[config.mk]
export PLATFORM = sky130hd
export DESIGN_NAME = md5_message_hasher_core
export DESIGN_NICKNAME = d
export VERILOG_FILES = /design/src/rtl/md5h_pkg.sv /design/src/rtl/md5h_sequencer.sv /design/src/rtl/md5h_datapath.sv /design/src/rtl/md5_message_hasher_core.sv
export SDC_FILE = /design/constraint.sdc
export NUM_CORES = 2
export LEC_CHECK = 0
export BUFFER_PORTS_ARGS = -buffer_cell sky130_fd_sc_hd__buf_2
export CAP_MARGIN = 20
export CELL_PAD_IN_SITES_DETAIL_PLACEMENT = 1
export CELL_PAD_IN_SITES_GLOBAL_PLACEMENT = 2
export CORE_MARGIN = 2
export CORE_UTILIZATION = 43
export CTS_BUF_LIST = sky130_fd_sc_hd__clkbuf_4
export CTS_CLUSTER_DIAMETER = 80
export DETAILED_ROUTE_END_ITERATION = 10
export PLACE_DENSITY_LB_ADDON = 0.1
export SLEW_MARGIN = 40
export SYNTH_ARGS = -nofsm -noshare
export SYNTH_HDL_FRONTEND = slang
export SYNTH_SLANG_ARGS = --single-unit
[constraint.sdc]
create_clock -name clk -period 10.15 [get_ports clk]
set_input_delay 0 -clock clk [delete_from_list [all_inputs] [get_ports clk]]
set_output_delay 0 -clock clk [all_outputs]
set_load 0.1 [all_outputs]
[src/rtl/md5h_pkg.sv]
`default_nettype none
// ---------------------------------------------------------------------------
// md5h_pkg
// Shared types, constants and round tables for the MD5 message hasher.
// ---------------------------------------------------------------------------
package md5h_pkg;

    // Input word: one message byte plus framing flags
    typedef struct packed {
        logic       has_byte;
        logic [7:0] data_byte;
        logic       last;
    } in_word_t;

    // Output word: half of the digest
    typedef struct packed {
        logic [63:0] digest_half;
        logic        half_last;
    } out_word_t;

    // Datapath operation selected by the microcode word of each step
    typedef enum logic [3:0] {
        OP_IDLE,
        OP_INIT,
        OP_ROUND,
        OP_FOLD,
        OP_RESUME,
        OP_MARK,
        OP_ZERO,
        OP_LEN_LO,
        OP_LEN_HI,
        OP_EMIT0,
        OP_EMIT1
    } op_t;

    // Status flags the sequencer branches on
    typedef struct packed {
        logic acc_full;     // accepted byte completes a block
        logic acc_last;     // accepted word closes the message
        logic more_rounds;  // round counter not at the final round
        logic final_blk;    // compression in flight is the last one
        logic extra_blk;    // padding spills into a second block
        logic pend_last;    // message closed, padding still owed
        logic zero_done;    // padding sweep reached the end of the block
        logic out_free;     // output register can take a word
    } stat_t;

    // Chaining word initial values
    localparam logic [31:0] INIT_A = 32'h67452301;
    localparam logic [31:0] INIT_B = 32'hefcdab89;
    localparam logic [31:0] INIT_C = 32'h98badcfe;
    localparam logic [31:0] INIT_D = 32'h10325476;

    localparam logic [7:0] PAD_MARK = 8'h80;

    // Per-round additive constant
    function automatic logic [31:0] md5h_k(input logic [5:0] r);
        logic [31:0] k;
        case (r)
            6'd0:  k = 32'hd76aa478;  6'd1:  k = 32'he8c7b756;
            6'd2:  k = 32'h242070db;  6'd3:  k = 32'hc1bdceee;
            6'd4:  k = 32'hf57c0faf;  6'd5:  k = 32'h4787c62a;
            6'd6:  k = 32'ha8304613;  6'd7:  k = 32'hfd469501;
            6'd8:  k = 32'h698098d8;  6'd9:  k = 32'h8b44f7af;
            6'd10: k = 32'hffff5bb1;  6'd11: k = 32'h895cd7be;
            6'd12: k = 32'h6b901122;  6'd13: k = 32'hfd987193;
            6'd14: k = 32'ha679438e;  6'd15: k = 32'h49b40821;
            6'd16: k = 32'hf61e2562;  6'd17: k = 32'hc040b340;
            6'd18: k = 32'h265e5a51;  6'd19: k = 32'he9b6c7aa;
            6'd20: k = 32'hd62f105d;  6'd21: k = 32'h02441453;
            6'd22: k = 32'hd8a1e681;  6'd23: k = 32'he7d3fbc8;
            6'd24: k = 32'h21e1cde6;  6'd25: k = 32'hc33707d6;
            6'd26: k = 32'hf4d50d87;  6'd27: k = 32'h455a14ed;
            6'd28: k = 32'ha9e3e905;  6'd29: k = 32'hfcefa3f8;
            6'd30: k = 32'h676f02d9;  6'd31: k = 32'h8d2a4c8a;
            6'd32: k = 32'hfffa3942;  6'd33: k = 32'h8771f681;
            6'd34: k = 32'h6d9d6122;  6'd35: k = 32'hfde5380c;
            6'd36: k = 32'ha4beea44;  6'd37: k = 32'h4bdecfa9;
            6'd38: k = 32'hf6bb4b60;  6'd39: k = 32'hbebfbc70;
            6'd40: k = 32'h289b7ec6;  6'd41: k = 32'heaa127fa;
            6'd42: k = 32'hd4ef3085;  6'd43: k = 32'h04881d05;
            6'd44: k = 32'hd9d4d039;  6'd45: k = 32'he6db99e5;
            6'd46: k = 32'h1fa27cf8;  6'd47: k = 32'hc4ac5665;
            6'd48: k = 32'hf4292244;  6'd49: k = 32'h432aff97;
            6'd50: k = 32'hab9423a7;  6'd51: k = 32'hfc93a039;
            6'd52: k = 32'h655b59c3;  6'd53: k = 32'h8f0ccc92;
            6'd54: k = 32'hffeff47d;  6'd55: k = 32'h85845dd1;
            6'd56: k = 32'h6fa87e4f;  6'd57: k = 32'hfe2ce6e0;
            6'd58: k = 32'ha3014314;  6'd59: k = 32'h4e0811a1;
            6'd60: k = 32'hf7537e82;  6'd61: k = 32'hbd3af235;
            6'd62: k = 32'h2ad7d2bb;  6'd63: k = 32'heb86d391;
            default: k = 32'h0;
        endcase
        return k;
    endfunction

    // Message word index used by each round
    function automatic logic [3:0] md5h_g(input logic [5:0] r);
        logic [3:0] lo;
        logic [3:0] g;
        lo = r[3:0];
        case (r[5:4])
            2'd0:    g = lo;
            2'd1:    g = lo * 4'd5 + 4'd1;
            2'd2:    g = lo * 4'd3 + 4'd5;
            default: g = lo * 4'd7;
        endcase
        return g;
    endfunction

    // Left rotate amount per round
    function automatic logic [4:0] md5h_s(input logic [5:0] r);
        logic [4:0] s;
        case ({r[5:4], r[1:0]})
            4'd0:  s = 5'd7;   4'd1:  s = 5'd12;
            4'd2:  s = 5'd17;  4'd3:  s = 5'd22;
            4'd4:  s = 5'd5;   4'd5:  s = 5'd9;
            4'd6:  s = 5'd14;  4'd7:  s = 5'd20;
            4'd8:  s = 5'd4;   4'd9:  s = 5'd11;
            4'd10: s = 5'd16;  4'd11: s = 5'd23;
            4'd12: s = 5'd6;   4'd13: s = 5'd10;
            4'd14: s = 5'd15;  4'd15: s = 5'd21;
            default: s = 5'd0;
        endcase
        return s;
    endfunction

endpackage
`default_nettype wire

[src/rtl/md5h_sequencer.sv]
`default_nettype none
// ---------------------------------------------------------------------------
// md5h_sequencer
// Step counter and control store. Each step's control word picks the
// datapath operation and up to two conditional jumps plus a default next.
// ---------------------------------------------------------------------------
module md5h_sequencer
    import md5h_pkg::*;
(
    input  wire logic  clk,
    input  wire logic  rst_n,
    input  wire stat_t stat,
    output op_t        op
);

    typedef enum logic [3:0] {
        ST_IDLE,
        ST_INIT,
        ST_ROUND,
        ST_FOLD,
        ST_RESUME,
        ST_MARK,
        ST_ZERO,
        ST_LEN_LO,
        ST_LEN_HI,
        ST_EMIT0,
        ST_EMIT1
    } step_t;

    typedef enum logic [3:0] {
        C_NEVER,
        C_ACC_FULL,
        C_ACC_LAST,
        C_MORE_ROUNDS,
        C_FINAL,
        C_EXTRA,
        C_PEND,
        C_ZERO_EXTRA,
        C_ZERO_DONE,
        C_OUT_FREE
    } cond_t;

    typedef struct packed {
        op_t   op;
        cond_t c1;
        step_t t1;
        cond_t c2;
        step_t t2;
        step_t nxt;
    } mc_word_t;

    // Control store
    function automatic mc_word_t mc_rom(input step_t s);
        mc_word_t w;
        case (s)
            ST_IDLE:   w = '{OP_IDLE,   C_ACC_FULL,    ST_INIT,   C_ACC_LAST,  ST_MARK,
                             ST_IDLE};
            ST_INIT:   w = '{OP_INIT,   C_NEVER,       ST_IDLE,   C_NEVER,     ST_IDLE,
                             ST_ROUND};
            ST_ROUND:  w = '{OP_ROUND,  C_MORE_ROUNDS, ST_ROUND,  C_NEVER,     ST_IDLE,
                             ST_FOLD};
            ST_FOLD:   w = '{OP_FOLD,   C_FINAL,       ST_EMIT0,  C_EXTRA,     ST_ZERO,
                             ST_RESUME};
            ST_RESUME: w = '{OP_RESUME, C_PEND,        ST_MARK,   C_NEVER,     ST_IDLE,
                             ST_IDLE};
            ST_MARK:   w = '{OP_MARK,   C_NEVER,       ST_IDLE,   C_NEVER,     ST_IDLE,
                             ST_ZERO};
            ST_ZERO:   w = '{OP_ZERO,   C_ZERO_EXTRA,  ST_INIT,   C_ZERO_DONE, ST_LEN_LO,
                             ST_ZERO};
            ST_LEN_LO: w = '{OP_LEN_LO, C_NEVER,       ST_IDLE,   C_NEVER,     ST_IDLE,
                             ST_LEN_HI};
            ST_LEN_HI: w = '{OP_LEN_HI, C_NEVER,       ST_IDLE,   C_NEVER,     ST_IDLE,
                             ST_INIT};
            ST_EMIT0:  w = '{OP_EMIT0,  C_OUT_FREE,    ST_EMIT1,  C_NEVER,     ST_IDLE,
                             ST_EMIT0};
            ST_EMIT1:  w = '{OP_EMIT1,  C_OUT_FREE,    ST_IDLE,   C_NEVER,     ST_IDLE,
                             ST_EMIT1};
            default:   w = '{OP_IDLE,   C_NEVER,       ST_IDLE,   C_NEVER,     ST_IDLE,
                             ST_IDLE};
        endcase
        return w;
    endfunction

    function automatic logic cond_true(input cond_t c, input stat_t st);
        logic t;
        case (c)
            C_ACC_FULL:    t = st.acc_full;
            C_ACC_LAST:    t = st.acc_last;
            C_MORE_ROUNDS: t = st.more_rounds;
            C_FINAL:       t = st.final_blk;
            C_EXTRA:       t = st.extra_blk;
            C_PEND:        t = st.pend_last;
            C_ZERO_EXTRA:  t = st.zero_done && st.extra_blk;
            C_ZERO_DONE:   t = st.zero_done;
            C_OUT_FREE:    t = st.out_free;
            default:       t = 1'b0;
        endcase
        return t;
    endfunction

    step_t    step_reg;
    step_t    step_next;
    mc_word_t word;

    assign word = mc_rom(step_reg);
    assign op   = word.op;

    // Branch select: first jump, second jump, then default
    always_comb
    begin
        if (cond_true(word.c1, stat))
        begin
            step_next = word.t1;
        end
        else if (cond_true(word.c2, stat))
        begin
            step_next = word.t2;
        end
        else
        begin
            step_next = word.nxt;
        end
    end

    always_ff @(posedge clk or negedge rst_n)
    begin
        if (!rst_n)
        begin
            step_reg <= ST_IDLE;
        end
        else
        begin
            step_reg <= step_next;
        end
    end

endmodule
`default_nettype wire

[src/rtl/md5h_datapath.sv]
`default_nettype none
// ---------------------------------------------------------------------------
// md5h_datapath
// Block buffer, byte counter, chaining and working words, one MD5 round
// per cycle, padding writes and the output register.
// ---------------------------------------------------------------------------
module md5h_datapath
    import md5h_pkg::*;
(
    input  wire logic      clk,
    input  wire logic      rst_n,
    input  wire op_t       op,
    output stat_t          stat,
    input  wire logic      in_valid,
    output logic           in_ready,
    input  wire in_word_t  in_word,
    output logic           out_valid,
    input  wire logic      out_ready,
    output out_word_t      out_word
);

    // Block buffer, byte-lane writes, registered read
    logic [31:0] mem [16];
    logic        we;
    logic [3:0]  waddr;
    logic [3:0]  wbe;
    logic [31:0] wdata;
    logic [3:0]  rd_addr;
    logic [31:0] rdata_reg;

    // Control state
    logic [31:0] chain_reg [4];
    logic [31:0] chain_next [4];
    logic [60:0] count_reg, count_next;
    logic [5:0]  round_reg, round_next;
    logic [4:0]  wptr_reg, wptr_next;
    logic        pend_reg, pend_next;
    logic        extra_reg, extra_next;
    logic        final_reg, final_next;
    logic        out_valid_reg, out_valid_next;

    // Payload state
    logic [31:0] a_reg, b_reg, c_reg, d_reg;
    logic [31:0] a_next, b_next, c_next, d_next;
    out_word_t   out_word_reg, out_word_next;

    logic        accept;
    logic        out_free;
    logic [5:0]  pos;
    logic [31:0] f_val;
    logic [31:0] sum;
    logic [63:0] rot_wide;
    logic [31:0] rot;

    assign in_ready  = (op == OP_IDLE);
    assign accept    = in_valid && in_ready;
    assign out_free  = !out_valid_reg || out_ready;
    assign pos       = count_reg[5:0];
    assign out_valid = out_valid_reg;
    assign out_word  = out_word_reg;

    assign stat.acc_full    = accept && in_word.has_byte && (pos == 6'h3f);
    assign stat.acc_last    = accept && in_word.last;
    assign stat.more_rounds = (round_reg != 6'h3f);
    assign stat.final_blk   = final_reg;
    assign stat.extra_blk   = extra_reg;
    assign stat.pend_last   = pend_reg;
    assign stat.zero_done   = wptr_reg[4];
    assign stat.out_free    = out_free;

    // One round: F, four-way add, rotate
    always_comb
    begin
        case (round_reg[5:4])
            2'd0:    f_val = (b_reg & c_reg) | (~b_reg & d_reg);
            2'd1:    f_val = (d_reg & b_reg) | (~d_reg & c_reg);
            2'd2:    f_val = b_reg ^ c_reg ^ d_reg;
            default: f_val = c_reg ^ (b_reg | ~d_reg);
        endcase
        sum      = f_val + a_reg + md5h_k(round_reg) + rdata_reg;
        rot_wide = {sum, sum} << md5h_s(round_reg);
        rot      = rot_wide[63:32];
    end

    // Next-state logic per operation
    always_comb
    begin
        for (int i = 0; i < 4; i++)
        begin
            chain_next[i] = chain_reg[i];
        end
        count_next     = count_reg;
        round_next     = round_reg;
        wptr_next      = wptr_reg;
        pend_next      = pend_reg;
        extra_next     = extra_reg;
        final_next     = final_reg;
        a_next         = a_reg;
        b_next         = b_reg;
        c_next         = c_reg;
        d_next         = d_reg;
        out_word_next  = out_word_reg;
        out_valid_next = out_valid_reg && !out_ready;
        we             = 1'b0;
        waddr          = pos[5:2];
        wbe            = 4'b0000;
        wdata          = 32'h0;
        rd_addr        = md5h_g(6'd0);

        case (op)
            OP_IDLE:
            begin
                if (accept && in_word.has_byte)
                begin
                    we         = 1'b1;
                    wbe        = 4'b0001 << pos[1:0];
                    wdata      = {4{in_word.data_byte}};
                    count_next = count_reg + 61'd1;
                end
                if (accept && in_word.last)
                begin
                    pend_next = 1'b1;
                end
            end
            OP_INIT:
            begin
                a_next     = chain_reg[0];
                b_next     = chain_reg[1];
                c_next     = chain_reg[2];
                d_next     = chain_reg[3];
                round_next = 6'd0;
            end
            OP_ROUND:
            begin
                rd_addr    = md5h_g(round_reg + 6'd1);
                a_next     = d_reg;
                d_next     = c_reg;
                c_next     = b_reg;
                b_next     = b_reg + rot;
                round_next = round_reg + 6'd1;
            end
            OP_FOLD:
            begin
                chain_next[0] = chain_reg[0] + a_reg;
                chain_next[1] = chain_reg[1] + b_reg;
                chain_next[2] = chain_reg[2] + c_reg;
                chain_next[3] = chain_reg[3] + d_reg;
                if (extra_reg)
                begin
                    extra_next = 1'b0;
                    wptr_next  = 5'd0;
                end
            end
            OP_MARK:
            begin
                // 0x80 at the byte position, zeros above it in that word
                we         = 1'b1;
                wbe        = 4'b1111 << pos[1:0];
                wdata      = {24'h0, PAD_MARK} << {pos[1:0], 3'b000};
                wptr_next  = {1'b0, pos[5:2]} + 5'd1;
                extra_next = (pos[5:3] == 3'd7);
            end
            OP_ZERO:
            begin
                if (!wptr_reg[4])
                begin
                    we        = 1'b1;
                    waddr     = wptr_reg[3:0];
                    wbe       = 4'b1111;
                    wptr_next = wptr_reg + 5'd1;
                end
            end
            OP_LEN_LO:
            begin
                we    = 1'b1;
                waddr = 4'd14;
                wbe   = 4'b1111;
                wdata = {count_reg[28:0], 3'b000};
            end
            OP_LEN_HI:
            begin
                we         = 1'b1;
                waddr      = 4'd15;
                wbe        = 4'b1111;
                wdata      = count_reg[60:29];
                final_next = 1'b1;
            end
            OP_EMIT0:
            begin
                if (out_free)
                begin
                    out_valid_next = 1'b1;
                    out_word_next  = '{digest_half: {chain_reg[1], chain_reg[0]},
                                       half_last: 1'b0};
                end
            end
            OP_EMIT1:
            begin
                if (out_free)
                begin
                    out_valid_next = 1'b1;
                    out_word_next  = '{digest_half: {chain_reg[3], chain_reg[2]},
                                       half_last: 1'b1};
                    chain_next[0]  = INIT_A;
                    chain_next[1]  = INIT_B;
                    chain_next[2]  = INIT_C;
                    chain_next[3]  = INIT_D;
                    count_next     = 61'd0;
                    pend_next      = 1'b0;
                    final_next     = 1'b0;
                end
            end
            default:
            begin
                we = 1'b0;
            end
        endcase
    end

    // Block buffer
    always_ff @(posedge clk)
    begin
        for (int j = 0; j < 4; j++)
        begin
            if (we && wbe[j])
            begin
                mem[waddr][8*j +: 8] <= wdata[8*j +: 8];
            end
        end
        rdata_reg <= mem[rd_addr];
    end

    // Control registers
    always_ff @(posedge clk or negedge rst_n)
    begin
        if (!rst_n)
        begin
            chain_reg[0]  <= INIT_A;
            chain_reg[1]  <= INIT_B;
            chain_reg[2]  <= INIT_C;
            chain_reg[3]  <= INIT_D;
            count_reg     <= '0;
            round_reg     <= '0;
            wptr_reg      <= '0;
            pend_reg      <= 1'b0;
            extra_reg     <= 1'b0;
            final_reg     <= 1'b0;
            out_valid_reg <= 1'b0;
        end
        else
        begin
            for (int i = 0; i < 4; i++)
            begin
                chain_reg[i] <= chain_next[i];
            end
            count_reg     <= count_next;
            round_reg     <= round_next;
            wptr_reg      <= wptr_next;
            pend_reg      <= pend_next;
            extra_reg     <= extra_next;
            final_reg     <= final_next;
            out_valid_reg <= out_valid_next;
        end
    end

    // Working words and output payload
    always_ff @(posedge clk)
    begin
        a_reg        <= a_next;
        b_reg        <= b_next;
        c_reg        <= c_next;
        d_reg        <= d_next;
        out_word_reg <= out_word_next;
    end

endmodule
`default_nettype wire

[src/rtl/md5_message_hasher_core.sv]
`default_nettype none
// ---------------------------------------------------------------------------
// md5_message_hasher_core
// MD5 digest of a byte stream, microcoded round engine.
// ---------------------------------------------------------------------------
// Usage: feed the message one byte per word on the input channel; set last
// on the final word (with or without a byte; a byteless last word closes the
// message, and a byteless word without last is ignored). Bytes are taken one
// per cycle while in_ready is high. Every 64th byte starts a block
// compression that holds in_ready low (load, 64 rounds sharing one round
// unit, fold, resume). Closing a message holds in_ready low through mark,
// zero sweep from the word after the marker to the end of the block,
// length, load, 64 rounds, fold, two emit steps (the later the tail sits
// in its block, the shorter the sweep), through a second block when the
// padding spills into it (tail at byte 56 or later), and through any
// output stall. A last byte that completes a block adds its compression
// first. Two output words follow: digest bytes 0-7, then 8-15 with
// half_last set, earliest byte in the low bits. Afterwards the hasher is
// ready for a new message. The round count, dictated by the single shared
// round unit and the one-read block buffer, sets the rate.
// ---------------------------------------------------------------------------
module md5_message_hasher_core
    import md5h_pkg::*;
(
    input  wire logic      clk,
    input  wire logic      rst_n,
    input  wire logic      in_valid,
    output logic           in_ready,
    input  wire in_word_t  in_word,
    output logic           out_valid,
    input  wire logic      out_ready,
    output out_word_t      out_word
);

    op_t   op;
    stat_t stat;

    md5h_sequencer u_seq (
        .clk   (clk),
        .rst_n (rst_n),
        .stat  (stat),
        .op    (op)
    );

    md5h_datapath u_dp (
        .clk       (clk),
        .rst_n     (rst_n),
        .op        (op),
        .stat      (stat),
        .in_valid  (in_valid),
        .in_ready  (in_ready),
        .in_word   (in_word),
        .out_valid (out_valid),
        .out_ready (out_ready),
        .out_word  (out_word)
    );

    // Last round always hands over to the fold step
    assert property (@(posedge clk) disable iff (!rst_n)
        (op == OP_ROUND && !stat.more_rounds) |=> (op == OP_FOLD))
        else $error("round loop did not end in fold");

    // Output words only appear from an emit step
    assert property (@(posedge clk) disable iff (!rst_n)
        $rose(out_valid) |-> ($past(op) == OP_EMIT0 || $past(op) == OP_EMIT1))
        else $error("output word raised outside emit");

    // Nothing follows the second digest half right away
    assert property (@(posedge clk) disable iff (!rst_n)
        (out_valid && out_ready && out_word.half_last) |=> !out_valid)
        else $error("extra output word after digest");

    // No input taken while a compression is running
    assert property (@(posedge clk) disable iff (!rst_n)
        (op == OP_ROUND) |-> !in_ready)
        else $error("input accepted during rounds");

endmodule
`default_nettype wire
### Word-level counts from Yosys, hierarchy flattened

Memories as Yosys holds them, arrays and structs flattened. A register that Yosys moved wholly into a read port is not among the register bits.
Cells that the tools add are included.

* $add $sub $neg: 14
* $mul: 3
* eq/ne operators: 40
* shifts and indexed selects: 4
* multiplexer cells: 49
* bitwise logic cells: 12
* reductions and logical operators: 33

Operator list (number)
* $add A32 B32 Y32: 8
* $pmux W128 S2: 1
* $pmux W32 S2: 4
* $mux W65: 2
* $pmux W65 S2: 1
* $and A32 B32 Y32: 4
* $mux W128: 1
* $pmux W32 S4: 1
* $mux W61: 2
* $pmux W61 S2: 1
* $or A32 B32 Y32: 3
* $pmux W32 S3: 1
* $xor A32 B32 Y32: 3
* $not A32 Y32: 2
* $shl A64 B5 Y64: 1
* $add A61 B1 Y61 const B: 1
* $eq A4 B3 Y1 const B: 11
* $mux W32: 1
* $shl A8 B5 Y32 const A: 1
* $eq A4 B4 Y1 const B: 7
* $eq A4 B2 Y1 const B: 6
* $mux W4: 6
* $pmux W4 S3: 2
* $pmux W1 S9: 2
* other kinds (35): 83

* register bits: 401
* RAM bits: 512
* bits in read-only memories: 2496
* bits of input ports: 14
* logic and storage cells: 178
* memories: 4

Memory list
* (no name shown): words 64, width 32, rd ports 1, clocked after memory_dff 0, write ports 0, line md5h_pkg.sv:59 `case (r)`
* u_dp.mem: words 16, width 32, rd ports 1, clocked after memory_dff 1, write ports 1, line md5h_datapath.sv:23 `logic [31:0] mem [16];`
* (no name shown): words 16, width 23, rd ports 1, clocked after memory_dff 0, write ports 0, line md5h_sequencer.sv:55 `case (s)`
* (no name shown): words 16, width 5, rd ports 1, clocked after memory_dff 0, write ports 0, line md5h_pkg.sv:114 `case ({r[5:4], r[1:0]})`

### Longest topological paths before layout

* depth after elaboration: 10
* mapped depth: 41
* gate-level depth less buffers: 39

### Modules after synthesis

Synthesis repeated with hierarchy kept, for this count alone.

* cells, all modules: 5509
* area total of the unflattened synthesis: 56490.4 um^2

By module, submodules not included
* md5h_datapath: times used 1, cells an instance 5426, area an instance 55799.8 um^2, sequential area each 26995.9 um^2
* md5h_sequencer: times used 1, cells an instance 83, area an instance 690.7 um^2, sequential area each 100.1 um^2

### Least setup slack after synthesis

No wires, ideal clock.

* path kind: register -> register
* start point: reg u_dp.round_reg[1]
* end point: reg u_dp.b_reg[31], data pin
* library setup time: 0.136 ns
* arrival: 8.833 ns
* setup slack: 1.181 ns
* stages on the path, launching flop included: 38
* clock period less this slack: 8.969 ns
* path through: dfrtp_1 clkbuf_1 inv_2 ha_1 clkbuf_1 nor2_1 or3_1 a21oi_1 a311oi_1 a31o_2 fa_1 inv_1 fa_1 inv_1 ha_1 o21a_1 o21a_1 a211oi_2 [2 not listed] o21bai_1 xnor2_1 mux4_2 mux2i_1 mux2i_1 mux2i_1 ha_1 a21oi_1 nand4_1 a211oi_1 o21ai_2 a2111oi_1 o311a_1 o21bai_1 mux2i_1 or4_1 or4_1 nand3_1

* cells in the longest elaborated chain, start to end: 6
* elaborated cells between the ends (all ways): 7
* those cells by class: 3 x add/sub; 1 x shift; 1 x mux; 2 x memory

RTL lines
* from (decl): line md5h_datapath.sv:35 `logic [5:0] round_reg, round_next;`
* from (signal assigned): line md5h_datapath.sv:257 `round_reg <= round_next;`
* $mem_v2 Z64 W32
* $add A32 B32 Y32 (2 in series): line md5h_datapath.sv:80 `sum = f_val + a_reg + md5h_k(round_reg) + rdata_reg;`
* $shl A64 B5 Y64 (*): line md5h_datapath.sv:81 `rot_wide = {sum, sum} << md5h_s(round_reg);`
* $add A32 B32 Y32 (*): line md5h_datapath.sv:139 `b_next = b_reg + rot;`
* $pmux W32 S2 (*): line md5h_datapath.sv:110 `case (op)`
* net u_dp.b_next[31]: line md5h_datapath.sv:44 `logic [31:0] a_next, b_next, c_next, d_next;`
* to (signal assigned): line md5h_datapath.sv:270 `b_reg <= b_next;`
* to (decl): line md5h_datapath.sv:43 `logic [31:0] a_reg, b_reg, c_reg, d_reg;`

Mark *: on every way through the listed nets, which the timed path passes. The rest lies on a longest branch.
A chain may end at the register's enable or synchronous reset.

### Final worst setup path

* start point: reg u_dp.round_reg[0]
* end point: reg u_dp.b_reg[31], data pin

The elaborated chain is that of the path after synthesis.

==> metrics.md <==
| Metric | Value |
|---|---|
| Outcome | `completed` |
| Min Tclk post-route | `9.72 ns` |
| CTS buffer count | `286` |
| Worst Path Required | `11.23 ns` |
| Top delay family on crit path | `simple AND/OR/NAND/NOR gates` |
| Maximum clock path buffer count | `4` |
| Final-report hold violation count | `0` |
| DR DRC count | `0` |
| Buf/Inv on CP | `6` |
| PortBufs | `80` |
| Measured slew at the worst slew-check pin | `0.876 ns` |
| DRT iter0 DRCs | `3826` |
| CTS sink count | `945` |
| Post-synth EDFFs | `705` |
| MaxCap Viol Count | `0` |
| Max FFs per register | `512` |
| Mapped Area | `57200 um^2` |
| Nets | `6346` |
| CP arrival | `10.80 ns` |
| Routability congestion estimate | `0.934` |
| IO Count | `81` |
| Initial Util | `43.4%` |
| Post-synthesis cell count | `5852` |
| Setup TNS | `0 ns` |
| Post-synth top flop | `edfxtp_1` |
| Clk_lat worst skew | `1.24 ns` |
| Sequential-to-total area share from yosys stat | `47.4%` |
| PwrDens | `122 nW/um^2` |
| Setup Viol. Count Final | `0` |
| Yosys warning count | `0` |
| CTS tree | `done` |
| Chip Width | `369 um` |
| Row Count | `133` |
| Util after Layout | `48.4%` |
| Max FO, Critical Path | `13` |
| TritonRoute pass-1 iters | `6` |
| Total die area | `136000 um^2` |
| Htree depth | `5` |
| Final period utilization | `95.8%` |
| Max VDD drop | `0.000144 V` |
| Reg clk slew, reported paths | `0.07 ns` |
| Critical path class | `reg -> reg` |
| Clk root buf | `clkbuf_4` |
| Post-DP HPWL | `150 mm` |
| Drt wl/cell | `26.4 um` |
| Commonest non-fill, non-tap cell in the layout | `nand2_1` |
| RSZ-0062 raised after global routing | `no` |
| Commonest non-fill, non-tap cells in the layout | `nand2_1, edfxtp_1, clkbuf_4, a21oi_1, o21ai_0` |
| Final WL | `211 mm` |
| GRT overflow | `0` |
| Critical Path Sink Type | `flop` |
| Slowest cell delay on critical path | `0.62 ns` |
| Normalized max-slew margin | `41.6%` |
| Area growth syn-to-layout | `11.6%` |
| First-pass GRT wire length | `314 mm` |
| Leakage Power | `0.0246 uW` |
| Die Height | `369 um` |
| GRT Total Usage | `30.7%` |
| DR vias | `47600` |
| Worst Hold Class | `in -> reg` |
| Initial antenna violation count | `6` |
| Syn avg cell area | `9.77 um^2` |
| Syn nets | `6156` |
| Post-CTS Setup Inserts | `0` |
| Synth cell types | `95` |
| Fmax | `103 MHz` |
| CP Launch Type | `flop` |
| Post-synthesis register bit count | `945` |
| Core area | `132000 um^2` |
| Antenna Nets Post-Route | `0` |
| Async set-reset flop share out of synthesis | `22.0%` |
| Drt via density | `5.95` |
| Vias in the first global route | `48900` |
| Clk_skew | `0.125 ns` |
| CP max-delay cell | `or4_1` |
| Max Slew Vio Count | `0` |
| Largest net degree at the start of global routing | `193` |
| Share of layout cells above drive strength 1 | `15.5%` |
[worst register-to-register path, delay by kind of cell, from the launching register on]
family          cells  cell delay (ns)
buf+inv             6             0.75
mux                 3             0.90
compound gates     10             2.37
fa+ha+maj           5             2.02
simple gates       12             3.11
flops               1             0.40
[path summary, 6_finish.rpt]
kind,start,slack [ns],depth (start not counted),endpoint
hold / removal,in_word[3],0.35,4,u_dp.mem[13][2]$_DFFE_PP_
setup reg to reg,u_dp.round_reg[0]$_DFFE_PN0P_,0.43,36,u_dp.b_reg[31]$_DFFE_PP_
max in group asynchronous,rst_n,8.56,6,u_dp.count_reg[43]$_DFFE_PN0P_
min in group asynchronous,rst_n,0.50,5,u_dp.chain_reg[98]$_DFFE_PN0P_
setup / recovery,u_dp.round_reg[0]$_DFFE_PN0P_,0.43,36,u_dp.b_reg[31]$_DFFE_PP_
hold reg to reg,u_dp.final_reg$_DFFE_PN0P_,0.50,1,u_dp.final_reg$_DFFE_PN0P_
[per-stage QoR]
stage	setup slack [ns]	area, um^2	std cells	hold slack, ns	total power [uW]
after floorplan	1.18	57200	5852	-0.296	4190
after global placement	0.365	59800	7481	0.0465	4210
after detailed placement	0.163	59900	7481	0.0485	4210
final	0.427	63800	7994	0.355	7770
after CTS	0.0341	63600	7983	0.214	7880
after global routing	0.00982	63800	7991	0.241	8070
[report_power, final]
group                switching, uW  total (uW)  internal, uW
Combinational                 22.4        31.8          9.37
Clock                         1710        3630          1920
Sequential     0.00000000000000858        4110          4110
Total                         1730        7770          6040
[layer usage]
| layer | part of all wire (%) | vias up | GRT usage [%] |
|---|---|---|---|
| met2 | 49 | 1307 | 52.7 |
| met1 | 42 | 24000 | 38.4 |
| met4 | 4.2 | 2 | 12.9 |
| met3 | 4.7 | 408 | 4.73 |
| met5 | 0.0052 | - | 0 |
| li1 | - | 21900 | - |
[cell type report]
type,count,area (um^2)
fillers,14900,68000
diodes,8,20.0
clock inverters,45,179
well taps,1755,2200
clock buffers,432,3240
repair buffers,250,1950
multi-input cells,4327,28200
inverters,232,876
flip-flops and latches,945,27100
[logic make-up (layout without fill, tap and decap cells)]
| kind of cell | count (synthesis) | in the layout | synth area share [%] |
|---|---|---|---|
| simple gates | 1954 | 1954 | 15.4 |
| compound gates | 1634 | 1634 | 18.4 |
| flops | 945 | 945 | 47.4 |
| buf+inv | 580 | 959 | 3.92 |
| fa+ha+maj | 291 | 291 | 7.26 |
| xor+xnor | 280 | 280 | 4.30 |
| mux | 168 | 168 | 3.35 |
| other cells | 0 | 8 | 0 |
[Yosys cell counts, drive strengths merged (9+ instances only)]
master  instances  share of area [%]
fa             68                2.4
nand2b         29               0.32
edfxtp        705                 37
nor3          103               0.92
nand3         166                1.5
mux4           11               0.43
clkbuf        267                1.8
and4            9               0.14
nand4          35               0.38
mux2i          81                1.4
nand2         897                5.9
or2            15               0.16
a31oi         138                1.5
buf            81               0.64
a21oi         415                3.6
a221o          29               0.51
ha            222                4.9
o311ai         15               0.23
o21a           35               0.46
dfxtp          32                1.1
o21bai         22               0.29
and2          167                1.8
nor2b          54               0.59
o211ai         34               0.45
nor2          367                2.4
a211o          16               0.25
xor2          124                1.9
o21ai         381                3.4
xnor2         156                2.4
mux2           76                1.5
a211oi        206                2.7
inv           231                1.5
dfstp          64                2.9
o31ai          29               0.39
nand3b         12               0.16
dfrtp         144                6.3
a311oi         81                1.2
or3            22               0.24
nor3b          11               0.15
and3           48               0.53
a31o           13               0.20
a21o           93                1.2
a21boi         11               0.14
o22ai          20               0.22
[repair_timing]
action	CTS	global route
endpoints found under the setup margin	0	9
hold buffers	25	0
gates resized for setup	0	20
hold endpoints to repair	767	0
Note: power is estimated with default switching activity, not from simulation.
